**src/rtl/core/tor_pkg.sv**
```systemverilog
// shared types, byte codes and the terminal-type reply table for the telnet option responder
// no dependencies
package tor_pkg;

  localparam logic [7:0] B_IAC  = 8'd255;
  localparam logic [7:0] B_DONT = 8'd254;
  localparam logic [7:0] B_DO   = 8'd253;
  localparam logic [7:0] B_WONT = 8'd252;
  localparam logic [7:0] B_WILL = 8'd251;
  localparam logic [7:0] B_SB   = 8'd250;
  localparam logic [7:0] B_SE   = 8'd240;

  localparam logic [7:0] OPT_ECHO  = 8'd1;
  localparam logic [7:0] OPT_SGA   = 8'd3;
  localparam logic [7:0] OPT_TTYPE = 8'd24;

  localparam int unsigned TTYPE_LEN = 10;
  localparam int unsigned REPLY_LEN = 3;
  localparam int unsigned IDX_W     = $clog2(TTYPE_LEN);

  typedef enum logic [3:0] {
    PH_NORMAL = 4'b0001,
    PH_IAC    = 4'b0010,
    PH_CMD    = 4'b0100,
    PH_SUB    = 4'b1000
  } phase_t;

  typedef enum logic [1:0] {
    BURST_NONE  = 2'd0,
    BURST_DATA  = 2'd1,
    BURST_REPLY = 2'd2,
    BURST_TTYPE = 2'd3
  } burst_kind_t;

  typedef struct packed {
    burst_kind_t kind;
    logic [7:0]  cmd;
    logic [7:0]  opt;
  } burst_t;

  function automatic logic [7:0] ttype_byte(input logic [IDX_W-1:0] idx);
    logic [7:0] b;
    b = 8'd0;
    case (idx)
      4'd0:    b = B_IAC;
      4'd1:    b = B_SB;
      4'd2:    b = OPT_TTYPE;
      4'd3:    b = 8'd0;
      4'd4:    b = 8'd65;
      4'd5:    b = 8'd78;
      4'd6:    b = 8'd83;
      4'd7:    b = 8'd73;
      4'd8:    b = B_IAC;
      4'd9:    b = B_SE;
      default: b = 8'd0;
    endcase
    return b;
  endfunction

endpackage

```
**src/rtl/core/telnet_option_responder.sv**
```systemverilog
// Telnet option responder, top level: sorts received bytes into terminal data and option
// replies to the server. A byte is taken every cycle while results flow freely. A byte that
// causes a reply holds the input until every byte of the reply (3 for an option answer, 10
// for the terminal-type subnegotiation answer) is taken. The single result register holds the
// burst, and the input stalls until the last byte of the burst is taken, so the next byte can
// enter in that same cycle. Bytes that cause no result (IAC, command, skipped subnegotiation
// bytes) are taken as soon as the result register is free. Out_ready low stalls the result
// register, and with it the input.
// depends on tor_pkg, tor_parser, tor_emitter
module telnet_option_responder (
  input  logic       clk,
  input  logic       rst,
  input  logic       in_valid,
  output logic       in_ready,
  input  logic [7:0] in_byte,
  output logic       out_valid,
  input  logic       out_ready,
  output logic       to_server,
  output logic [7:0] out_byte,
  output logic       last_of_run
);
  import tor_pkg::*;

  logic   accept;
  logic   free;
  logic   load;
  burst_t burst;

  assign in_ready = free;
  assign accept   = in_valid && in_ready;
  assign load     = accept && (burst.kind != BURST_NONE);

  tor_parser u_parser (
    .clk     (clk),
    .rst     (rst),
    .accept  (accept),
    .in_byte (in_byte),
    .burst   (burst)
  );

  tor_emitter u_emitter (
    .clk         (clk),
    .rst         (rst),
    .load        (load),
    .burst       (burst),
    .free        (free),
    .out_valid   (out_valid),
    .out_ready   (out_ready),
    .to_server   (to_server),
    .out_byte    (out_byte),
    .last_of_run (last_of_run)
  );

endmodule

```
**src/rtl/core/tor_parser.sv**
```systemverilog
// command parser: phase and held command registers, decodes each byte into a data, reply or terminal-type burst or none
// depends on tor_pkg
module tor_parser (
  input  logic            clk,
  input  logic            rst,
  input  logic            accept,
  input  logic [7:0]      in_byte,
  output tor_pkg::burst_t burst
);
  import tor_pkg::*;

  phase_t     phase;
  phase_t     phase_next;
  logic [7:0] held_command;
  logic [7:0] held_command_next;

  always_comb begin
    phase_next        = PH_NORMAL;
    held_command_next = held_command;
    burst.kind        = BURST_NONE;
    burst.cmd         = B_WONT;
    burst.opt         = in_byte;
    unique case (phase)
      PH_IAC: begin
        if (in_byte == B_IAC) begin
          burst.kind = BURST_DATA;
        end else if (in_byte >= B_SB) begin
          held_command_next = in_byte;
          phase_next        = PH_CMD;
        end
      end
      PH_CMD: begin
        if (held_command == B_SB) begin
          if (in_byte == B_SE) begin
            burst.kind = BURST_TTYPE;
          end else begin
            phase_next = PH_SUB;
          end
        end else begin
          burst.kind = BURST_REPLY;
          if (held_command == B_DO && (in_byte == OPT_SGA || in_byte == OPT_TTYPE)) begin
            burst.cmd = B_WILL;
          end else if (held_command == B_WILL || held_command == B_WONT) begin
            if (in_byte == OPT_ECHO || in_byte == OPT_SGA || in_byte == OPT_TTYPE) begin
              burst.cmd = B_DO;
            end else begin
              burst.cmd = B_DONT;
            end
          end
        end
      end
      PH_SUB: begin
        if (in_byte == B_SE) begin
          burst.kind = BURST_TTYPE;
        end else begin
          phase_next = PH_SUB;
        end
      end
      default: begin
        if (in_byte == B_IAC) begin
          phase_next = PH_IAC;
        end else begin
          burst.kind = BURST_DATA;
        end
      end
    endcase
  end

  always_ff @(posedge clk) begin
    if (rst) begin
      phase        <= PH_NORMAL;
      held_command <= 8'd0;
    end else if (accept) begin
      phase        <= phase_next;
      held_command <= held_command_next;
    end
  end

endmodule

```
**src/rtl/core/tor_emitter.sv**
```systemverilog
// result register: holds one burst and steps through its bytes, one result per cycle while out_ready is high
// depends on tor_pkg
module tor_emitter (
  input  logic            clk,
  input  logic            rst,
  input  logic            load,
  input  tor_pkg::burst_t burst,
  output logic            free,
  output logic            out_valid,
  input  logic            out_ready,
  output logic            to_server,
  output logic [7:0]      out_byte,
  output logic            last_of_run
);
  import tor_pkg::*;

  logic             busy;
  burst_kind_t      kind;
  logic [7:0]       cmd;
  logic [7:0]       opt;
  logic [IDX_W-1:0] idx;
  logic             take;

  always_comb begin
    last_of_run = 1'b1;
    out_byte    = opt;
    unique case (kind)
      BURST_REPLY: begin
        last_of_run = (idx == IDX_W'(REPLY_LEN - 1));
        if (idx == IDX_W'(0)) begin
          out_byte = B_IAC;
        end else if (idx == IDX_W'(1)) begin
          out_byte = cmd;
        end
      end
      BURST_TTYPE: begin
        last_of_run = (idx == IDX_W'(TTYPE_LEN - 1));
        out_byte    = ttype_byte(idx);
      end
      default: begin
        last_of_run = 1'b1;
        out_byte    = opt;
      end
    endcase
  end

  assign to_server = (kind != BURST_DATA);
  assign out_valid = busy;
  assign take      = busy && out_ready;
  assign free      = !busy || (take && last_of_run);

  always_ff @(posedge clk) begin
    if (rst) begin
      busy <= 1'b0;
      kind <= BURST_NONE;
      idx  <= '0;
    end else if (load) begin
      busy <= 1'b1;
      kind <= burst.kind;
      idx  <= '0;
    end else if (take) begin
      if (last_of_run) begin
        busy <= 1'b0;
      end else begin
        idx <= idx + IDX_W'(1);
      end
    end
  end

  always_ff @(posedge clk) begin
    if (load) begin
      cmd <= burst.cmd;
      opt <= burst.opt;
    end
  end

`ifndef SYNTHESIS
  a_load_when_free: assert property (@(posedge clk) disable iff (rst)
    load |-> free) else $error("burst loaded over a pending one");

  a_idx_bound: assert property (@(posedge clk) disable iff (rst)
    busy |-> ((kind == BURST_DATA && idx == IDX_W'(0)) ||
              (kind == BURST_REPLY && idx < IDX_W'(REPLY_LEN)) ||
              (kind == BURST_TTYPE && idx < IDX_W'(TTYPE_LEN))))
    else $error("burst index out of range");

  a_step: assert property (@(posedge clk) disable iff (rst)
    take && !last_of_run |=> busy && idx == $past(idx) + IDX_W'(1))
    else $error("burst did not advance");

  a_drain: assert property (@(posedge clk) disable iff (rst)
    take && last_of_run && !load |=> !busy)
    else $error("burst not released after last result");
`endif

endmodule

```
**config.mk**
```make
export PLATFORM = sky130hd
export DESIGN_NAME = telnet_option_responder
export DESIGN_NICKNAME = d
export VERILOG_FILES = /design/src/rtl/core/tor_pkg.sv /design/src/rtl/core/telnet_option_responder.sv /design/src/rtl/core/tor_parser.sv /design/src/rtl/core/tor_emitter.sv
export SDC_FILE = /design/constraint.sdc
export NUM_CORES = 1
export LEC_CHECK = 0
export ABC_CLOCK_PERIOD_IN_PS = 2140
export BUFFER_PORTS_ARGS = -buffer_cell sky130_fd_sc_hd__buf_2
export CAP_MARGIN = 25
export CORE_AREA = 2 2 73 61
export CTS_BUF_LIST = sky130_fd_sc_hd__clkbuf_2
export CTS_CLUSTER_DIAMETER = 120
export DETAILED_ROUTE_END_ITERATION = 8
export DIE_AREA = 0 0 75 63
export PLACE_DENSITY = 0.76
export SYNTH_ARGS = -nofsm -noshare
export SYNTH_HDL_FRONTEND = slang
export SYNTH_SLANG_ARGS = --single-unit
```
**constraint.sdc**
```tcl
create_clock -name clk -period 2.14 [get_ports clk]
set_input_delay 0 -clock clk [delete_from_list [all_inputs] [get_ports clk]]
set_output_delay 0 -clock clk [all_outputs]
set_load 0.1 [all_outputs]
```
Word-level counts from Yosys, hierarchy flattened
Memories as Yosys holds them, arrays and structs flattened. A register that Yosys moved wholly into a read port is not among the register bits.
Cells that the tools add are included.
{"block": "totals", "regBits": 35, "rom_bits": 128, "word_cells": 77, "memories": 1}
{"block": "op_classes", "n_addsub": 1, "magnitude_cmp": 1, "n_eq_ne": 18, "n_mux": 23, "bitwise": 4, "reduce_logical": 21}
{"name": "(no name shown)", "depth": 16, "word_bits": 8, "read_ports": 1, "rd_ports_with_merged_regs": 1, "write_ports": 0, "line_no": "tor_pkg.sv:44", "text": "case (idx)"}
{"op": "8-bit equality test (second input constant)", "n": 6}
{"op": "4-bit two-way mux", "n": 5}
{"op": "8-bit two-way mux", "n": 2}
{"op": "8-bit case mux with 2 select lines", "n": 1}
{"op": "4-bit case mux with 3 select lines", "n": 1}
{"op": "2-bit two-way mux", "n": 5}
{"op": "4-bit by 2-bit equality test with 1-bit output (second input constant)", "n": 2}
{"op": "4-bit equality test (second input constant)", "n": 2}
{"op": "8-bit by 1-bit equality test with 1-bit output (second input constant)", "n": 1}
{"op": "8-bit by 2-bit equality test with 1-bit output (second input constant)", "n": 1}
{"op": "8-bit by 5-bit equality test with 1-bit output (second input constant)", "n": 1}
{"op": "8-bit >= comparator (second input constant)", "n": 1}
{"op": "3-bit two-way mux", "n": 2}
{"op": "2-bit case mux with 3 select lines", "n": 1}
{"op": "2-bit nonzero test", "n": 3}
{"op": "1-bit logical AND", "n": 5}
{"op": "1-bit logical OR", "n": 5}
{"op": "1-bit two-way mux", "n": 5}
{"op": "4-bit by 1-bit adder with 4-bit output (second input constant)", "n": 1}
{"op": "2-bit equality test (second input constant)", "n": 2}
{"op": "4-bit by 1-bit equality test with 1-bit output (second input constant)", "n": 1}
{"op": "4-bit by 3-bit equality test with 1-bit output (second input constant)", "n": 1}
{"op": "4-bit zero test", "n": 1}
{"op": "1-bit NOT", "n": 4}
{"op": "7 further kinds", "n": 9}

Depth between registers and ports, before layout
Gate-level depths: netlist of the first run.
{"block": "logic_depth", "depth_word": 8, "mapped_depth": 10, "mapped_depth_nobuf": 9}

Hierarchy
Synthesis of the first run repeated with hierarchy kept, for this count alone.
{"block": "hier_totals", "cells_unflattened": 254, "area_unflattened_um2": 2434.8}
{"module": "tor_emitter", "instances": 1, "cells_each": 135, "area_per_inst_um2": 1541.5}
{"module": "tor_parser", "instances": 1, "cells_each": 117, "area_per_inst_um2": 877.1}
{"module": "telnet_option_responder", "instances": 1, "cells_each": 2, "area_per_inst_um2": 16.3}

Worst setup path before layout of the first run
No wires, ideal clock.
{"block": "synth_timing", "path_kind": "register -> register", "from": "reg u_emitter.busy (netlist: u_emitter.out_valid)", "to": "reg (tool-made name)", "setup_ns": 0.133, "arrival_time_ns": 2.512, "required_ns": 2.007, "slack_ns": -0.504, "path_stages_with_launch": 9, "path_buffers": 0, "synth_period_minus_slack_ns": 2.644, "path_cell_list": "dfxtp_1 -> nand3_1 -> a211oi_1 -> a221o_1 -> nor2b_1 -> ha_1 -> nand2b_1 -> o31a_1 -> o221ai_1"}
{"element": "start: declaration", "line_no": "tor_emitter.sv:17", "text": "logic busy;"}
{"element": "start signal: assignment", "line_no": "tor_emitter.sv:54", "text": "busy <= 1'b0;"}
{"element": "start signal: assignment", "line_no": "tor_emitter.sv:58", "text": "busy <= 1'b1;"}
{"element": "start signal: assignment", "line_no": "tor_emitter.sv:63", "text": "busy <= 1'b0;"}

==> results of run 1 <==
[final cells by class]
type / count / area share, %
clock buffer: 7 / 1.30
timing repair buffer: 57 / 15.6
sequential: 37 / 32.2
multi-input combinational: 178 / 47.0
inverter: 8 / 1.11
tap: 57 / 2.64
clock inverter: 1 / 0.185
[through the flow]
step	hold WS (ns)	instances	instance area, sq um
floorplan	0.0617	229	2140
global placement	0.213	324	2450
detailed placement	0.212	324	2450
CTS	0.316	344	2630
global route	0.330	345	2700
finish	0.326	345	2700
[critical path: cells and delay by family (launching register included)]
| kind | cells | cell delay [ns] |
|---|---|---|
| simple gates | 2 | 0.61 |
| compound gates | 4 | 0.78 |
| fa+ha+maj | 1 | 0.24 |
| flops | 1 | 0.39 |
[kinds of logic after synthesis]
family,after synthesis,share of synthesized area (%)
AOI/OAI and AO/OA,77,26.3
xor gates and xnor gates,1,0.419
muxes,2,1.02
DFF,37,40.7
and+or+nand+nor,93,25.6
adders and majority gates,5,3.00
buffers and inverters,14,2.94
[placed cells by master (no fill, tap or decap), types with 3 or more instances in the layout]
cell type / instances
buf_4: 24
a21oi_1: 20
nand2_1: 19
dfxtp_1: 18
nor2_1: 15
nand3_1: 14
buf_2: 14
edfxtp_1: 11
o21ai_0: 10
dlygate4sd3_1: 10
clkbuf_4: 8
clkbuf_2: 7
nand2b_1: 5
a21o_1: 5
inv_1: 5
o22a_1: 5
a211o_1: 5
nor2b_1: 4
o21a_1: 4
o211ai_1: 4
nor3_1: 4
a211oi_1: 4
dfxtp_4: 4
dfxtp_2: 4
and2_1: 3
inv_2: 3
nand4_1: 3
ha_1: 3
[worst max-delay path by stage]
stage / start / end / slack [ns] / depth (start not counted)
5_1_grt: u_emitter.kind[1]$_SDFFE_PP0P_ / flop / -0.03 / 8
2_1_floorplan: u_emitter.idx[0]$_SDFFE_PP0N_ / out_byte[0] / -0.17 / 5
3_3_place_gp: u_parser.phase[0]$_SDFFE_PP1P_ / flop / -0.01 / 7
4_1_cts: u_parser.phase[1]$_SDFFE_PP0P_ / flop / -0.0007 / 7
6_report: u_parser.phase[3]$_SDFFE_PP0P_ / flop / 0.03 / 7
3_5_place_dp: u_parser.phase[1]$_SDFFE_PP0P_ / flop / -0.08 / 8
[power breakdown]
part | switching [uW] | internal (uW) | total (uW)
Clock | 225 | 89.1 | 314
Combinational | 168 | 69.8 | 237
Sequential | 8.82 | 734 | 743
Total | 401 | 893 | 1290
[routing by layer]
layer	track usage, %	routed length (um)	vias to the layer above
met2	35.7	2360	58
met1	32.4	2410	913
met3	5.16	290	9
li1	-	-	989
met5	0	0	-
met4	9.15	72	0
[timing repair]
action                                  in CTS  in global routing
setup buffers                                2                  1
endpoints found under the hold margin       21                  0
resized for setup                            5                 22
endpoints found under the setup margin       2                 23
hold buffers                                10                  0
pin swaps                                    2                  6
==> impl_summary.log, run 1 <==
INFO  metric nets_final = a little over 300
INFO  metric area_growth_syn_to_layout = 29.5%
INFO  metric max_slew.worst_pin.slew = 0.551 ns
INFO  metric route.antenna.remaining_nets = 0
INFO  metric timing.slew.headroom = 62.3%
INFO  metric slowest_delay = 0.54 ns
INFO  metric fin_tns_setup = 0 ns
INFO  metric routed_via_density = 5.71
INFO  metric synth_async_sr_flop_share = 0%
INFO  metric multi_input_comb_area = 1270 sq um
INFO  metric ios = 24
INFO  metric post_route_skew = 0.0253 ns
INFO  metric vias = between 1.5k and 2k
INFO  metric area.sequential = 871 sq um
INFO  metric grt_start_max_net_pins = 17
INFO  metric antennaDiodeCount = 0
INFO  metric crit_path_cell_trace = or4b_4 > a31oi_4 > a211o_1 > a2bb2oi_4 > nor2_2 > ha_4 > a211o_1
INFO  metric final_wirelength = between 5 and 6 mm
INFO  metric cts_sinks = 37
INFO  metric worst-endpoint-required = 2.43 ns
INFO  metric worst-r2r-setup-slack = 0.03 ns
INFO  metric setup_repair_after_global_routing_missed_its_margin = yes
INFO  metric worstSkewPairLatency = 0.40 ns
INFO  metric share_of_final_layout_standard_cells_stronger_than_drive_strength_1 = roughly a third
INFO  metric drt_first_iter_violations = around 220
INFO  metric hold_path_depth = 6
INFO  metric worst_ep_arrival_time = 2.40 ns
INFO  metric power-per-cell-area = about 480 nW/um^2
INFO  metric critPathMostFrequentCell = a211o_1
INFO  metric routed_len_inst = between 10 and 15 um
INFO  metric cts-htree-levels = 2
INFO  metric worst_path_max_delay_cell = or4b_4
INFO  metric timing.critical_path.from_type = flop
INFO  metric path_clk_slew = 0.16 ns
INFO  metric drc = 0
INFO  metric period_share = between 90% and 100%
INFO  metric grt_first_pass_wirelength = 8.56 mm
INFO  metric gr-usage-all-layers = 23.6%
INFO  metric timing.max_cap.violations = 0
INFO  metric critical_path_peak_fanout = 4
INFO  metric path_class = reg -> reg
INFO  metric timing.critical_path.to_type = flop
INFO  metric finalPower = 1290 uW
INFO  metric hold_path_end = u_parser.phase[3]$_SDFFE_PP0P_
INFO  metric synthCells = 229
INFO  metric number_of_buffers_added_by_the_clock_tree_synthesis_step = 5
INFO  metric post-route-min-period = 2.11 ns
INFO  metric post_synth.cell_area_avg = 9.12 sq um
INFO  metric final-max-slew-violation-count = 0
INFO  metric n_fill_cell = around 330
INFO  metric synth_top_area_share = 24.9%
INFO  metric fmax = 0.473 GHz
INFO  metric yosys_register_bits = 37
INFO  metric die_width = 75 um
INFO  metric worst-r2r-cell-count = 7
INFO  metric max-vdd-ir-drop = 0.000271 V
INFO  metric report.final.setup_viol = 0
INFO  metric finalHoldViolations = 0
INFO  metric synthTopCellsByArea = dfxtp_1 (25%), edfxtp_1 (16%), a21oi_1 (4.8%)
INFO  metric place.gp.congestion = around 0.84
INFO  metric antenna_found_initial = 0
INFO  metric run_status = finished clean
INFO  metric io_buffer_count = 23
INFO  metric synth_top_cells_by_count = dfxtp_1 (26), a21oi_1 (20), nand2_1 (20)
INFO  metric synth_enable_flop_cells = 11
INFO  metric dp.final_hpwl = about 3.8 mm
INFO  metric cts.root.buffer_cell = clkbuf_2
INFO  metric globalRoute.totalOverflow = 0
INFO  metric synthesis.nets = 246
INFO  metric chipHeight = 63 um
INFO  metric initial_utilization = 51.9%
INFO  metric min_path_type = in -> reg
INFO  metric cts_tree = yes
INFO  metric fp-row-count = 21
INFO  metric die-area = 4730 sq um
INFO  metric synth_cell_types = 59
INFO  metric mappedNetlistArea = 2090 sq um
INFO  metric dominant_cell_by_count_in_the_synthesized_netlist = dfxtp_1
INFO  metric final_util = 67.3%
INFO  metric post-route-worst-setup-slack = around 0.027 ns
INFO  metric drt_pass1_iterations = 4
INFO  metric design.core.area = about 4000 sq um
INFO  metric static-leakage-power = 0.000979 uW
INFO  metric cts_max_path_buffers = 2
INFO  metric holdCritStartpoint = in_valid
INFO  metric synth_sequential_area_ratio = 40.7%
INFO  metric ys_warn_count = 0
INFO  metric detailedPlace.worstSlack = -0.0766 ns
INFO  metric synth_largest_area_cell = dfxtp_1
INFO  metric r2r-start = u_parser.phase[3]$_SDFFE_PP0P_
INFO  metric first_global_vias = 1,816
INFO  metric ys.flop_type = dfxtp_1
Power figures use the tool's default switching activity.
==> run 2: changes to the inputs <==
--- a/config.mk
+++ b/config.mk
@@ -14,6 +14,7 @@
 export DETAILED_ROUTE_END_ITERATION = 8
 export DIE_AREA = 0 0 75 63
 export PLACE_DENSITY = 0.76
+export REMOVE_ABC_BUFFERS = 1
 export SYNTH_ARGS = -nofsm -noshare
 export SYNTH_HDL_FRONTEND = slang
 export SYNTH_SLANG_ARGS = --single-unit
==> impl_summary.log, run 2 (synthesis gave the netlist of run 1 again) <==
INFO  metric top_library_cells_by_usage_in_the_layout_fill_and_taps_aside = buf_4 (34), nand2_1 (20), a21oi_1 (20), dfxtp_1 (20), nor2_1 (16) (was buf_4 (24), a21oi_1 (20), nand2_1 (19), dfxtp_1 (18), nor2_1 (15))
INFO  metric vias = 2,043 (was 1,969)
INFO  metric r2r-start = u_parser.phase[2]$_SDFFE_PP0P_ (was u_parser.phase[3]$_SDFFE_PP0P_)
INFO  metric placed_area = 2460 sq um (was 2450 sq um)
INFO  metric worst_ep_arrival_time = 2.46 ns (was 2.40 ns)
INFO  metric die_width = 75 um (unchanged)
INFO  metric worst-endpoint-required = 2.42 ns (was 2.43 ns)
INFO  metric timing.max_cap.violations = 0 (unchanged)
INFO  metric cts_tree = yes (unchanged)
INFO  metric finalHoldViolations = 0 (unchanged)
INFO  metric drt_first_iter_violations = 263 (was 217)
INFO  metric setup_repair_after_global_routing_missed_its_margin = yes (unchanged)
INFO  metric routed_len_inst = 15.4 um (was 14.9 um)
INFO  metric final_wirelength = 5.44 mm (was 5.13 mm)
INFO  metric post-route-min-period = 2.18 ns (was 2.11 ns)
INFO  metric power-per-cell-area = 550 nW/um^2 (was 479 nW/um^2)
INFO  metric failing_checks = setup timing
INFO  metric static-leakage-power = 0.00105 uW (was 0.000979 uW)
INFO  metric gr-usage-all-layers = 24.7% (was 23.6%)
INFO  metric worstSkewPairLatency = 0.40 ns (about the same)
INFO  metric cts.root.buffer_cell = clkbuf_2 (unchanged)
INFO  metric final_util = 69.6% (was 67.3%)
INFO  metric layout.cells.most_common = buf_4 (unchanged)
INFO  metric ios = 24 (unchanged)
INFO  metric max-vdd-ir-drop = 0.000341 V (was 0.000271 V)
INFO  metric globalRoute.totalOverflow = 0 (unchanged)
INFO  metric report.final.setup_viol = 2 (was 0)
INFO  metric timing.slew.headroom = 68.5% (was 62.3%)
INFO  metric place.gp.congestion = 0.893 (was 0.835)
INFO  metric fp-row-count = 21 (unchanged)
INFO  metric chipHeight = 63 um (unchanged)
INFO  metric die-area = 4730 sq um (unchanged)
INFO  metric worst-r2r-cell-count = 10 (was 7)
INFO  metric critical_path_peak_fanout = 7 (was 4)
INFO  metric min_path_type = in -> reg (unchanged)
INFO  metric area_growth_syn_to_layout = 34.0% (was 29.5%)
INFO  metric period_share = 102% (was 98.8%)
INFO  metric path_class = in -> reg (was reg -> reg)
INFO  metric design.core.area = 4020 sq um (unchanged)
INFO  metric dp.final_hpwl = 3.94 mm (was 3.79 mm)
INFO  metric routed_via_density = 5.79 (was 5.71)
INFO  metric share_of_final_layout_standard_cells_stronger_than_drive_strength_1 = 31.8% (was 31.9%)
INFO  metric post_route_skew = 0.0295 ns (was 0.0253 ns)
INFO  metric n_fill_cell = 290 (was 328)
INFO  metric cts_sinks = 37 (unchanged)
INFO  metric grt_start_max_net_pins = 17 (unchanged)
INFO  metric nets_final = 312 (was 304)
INFO  metric grt_first_pass_wirelength = 8.89 mm (was 8.56 mm)
INFO  metric drt_pass1_iterations = 5 (was 4)
INFO  metric cts_max_path_buffers = 2 (unchanged)
INFO  metric post-route-worst-setup-slack = -0.0372 ns (was 0.0266 ns)
INFO  metric final-max-slew-violation-count = 0 (unchanged)
INFO  metric path_clk_slew = 0.21 ns (was 0.16 ns)
INFO  metric worst-r2r-setup-slack = 0 ns (was 0.03 ns)
INFO  metric max_slew.worst_pin.slew = 0.468 ns (was 0.551 ns)
INFO  metric timing.critical_path.to_type = flop (unchanged)
INFO  metric route.antenna.remaining_nets = 0 (unchanged)
INFO  metric fmax = 0.459 GHz (was 0.473 GHz)
INFO  metric holdCritStartpoint = in_valid (unchanged)
INFO  metric hold_path_end = u_parser.held_command[0]$_SDFFE_PP0P_ (was u_parser.phase[3]$_SDFFE_PP0P_)
INFO  metric run_status = complete, but fails checks (was finished clean)
INFO  metric antenna_found_initial = 0 (unchanged)
INFO  metric drc = 0 (unchanged)
INFO  metric cts-htree-levels = 2 (unchanged)
INFO  metric initial_utilization = 51.9% (unchanged)
INFO  metric timing.critical_path.from_type = input pin (was flop)
INFO  metric io_buffer_count = 23 (unchanged)
INFO  metric first_global_vias = 2,007 (was 1,816)
INFO  metric number_of_buffers_added_by_the_clock_tree_synthesis_step = 5 (unchanged)
INFO  metric antennaDiodeCount = 0 (unchanged)
INFO  metric hold_path_depth = 6 (unchanged)
INFO  metric final_cell_area = 2800 sq um (was 2700 sq um)
-- run 2: worst max path at each step --
stage                                                 from    to  slack [ns]  cells past startpoint
after global routing        u_parser.phase[0]$_SDFFE_PP1P_  flop       -0.11                      9
after global placement      u_parser.phase[2]$_SDFFE_PP0P_  flop       -0.02                      7
after CTS                   u_parser.phase[2]$_SDFFE_PP0P_  flop      -0.009                      7
after floorplan           u_emitter.out_valid$_SDFFE_PP0P_  flop       -0.52                      8
after detailed placement    u_parser.phase[2]$_SDFFE_PP0P_  flop       -0.14                      8
final                                           in_byte[2]  flop       -0.04                     11
-- run 2: per-layer routing --
layer | track usage, % | part of all wire [%] | up-vias
met4 | 10.0 | 2.0 | 0
met1 | 30.8 | 43 | 960
met3 | 6.13 | 6.5 | 13
li1 | - | - | 1003
met2 | 40.2 | 48 | 67
met5 | 0 | 0 | -
-- run 2: worst max-delay path: stages --
cell and delay (ns):
dlygate4sd3_1 0.53, buf_2 0.19, nand3_1 0.17, nor3_1 0.33, mux2_4 0.36, a2bb2oi_4 0.16
nor2b_2 0.15, ha_2 0.21, nand2b_4 0.12, o31a_1 0.13, o221ai_1 0.11
-- run 2: layout make-up --
type                    instances  area [sq um]  share of cell area [%]
clock buffers                   5          25.0                   0.894
clock inverters                 3          65.1                    2.32
inverters                       8          30.0                    1.07
multi-input cells             178          1240                    44.3
flip-flops and latches         37           866                    30.9
well taps                      57          71.3                    2.55
repair buffers                 65           500                    17.9
-- run 2: power by group --
part	switching (uW)	internal (uW)
Sequential	8.89	735
Clock	237	313
Combinational	170	75.1
-- run 2: timing repair --
| item | CTS | global route |
|---|---|---|
| gates resized for setup | 19 | 24 |
| endpoints found under the setup margin | 12 | 23 |
| hold buffers | 10 | 0 |
| buffers inserted | 1 | 2 |
| endpoints found under the hold margin | 21 | 0 |
| pin swaps | 6 | 2 |
-- run 2: metrics by stage --
stage | std cells | hold slack (ns) | TNS, ns | setup WS [ns] | total power, uW
after floorplan | 223 | 0.0691 | -4.39 | -0.520 | 906
after global placement | 332 | 0.210 | -0.0456 | -0.0209 | 973
after detailed placement | 332 | 0.211 | -0.273 | -0.136 | 975
after CTS | 351 | 0.279 | -0.00881 | -0.00881 | 1540
after global routing | 353 | 0.327 | -0.230 | -0.109 | 1590
final | 353 | 0.296 | -0.0640 | -0.0372 | 1540
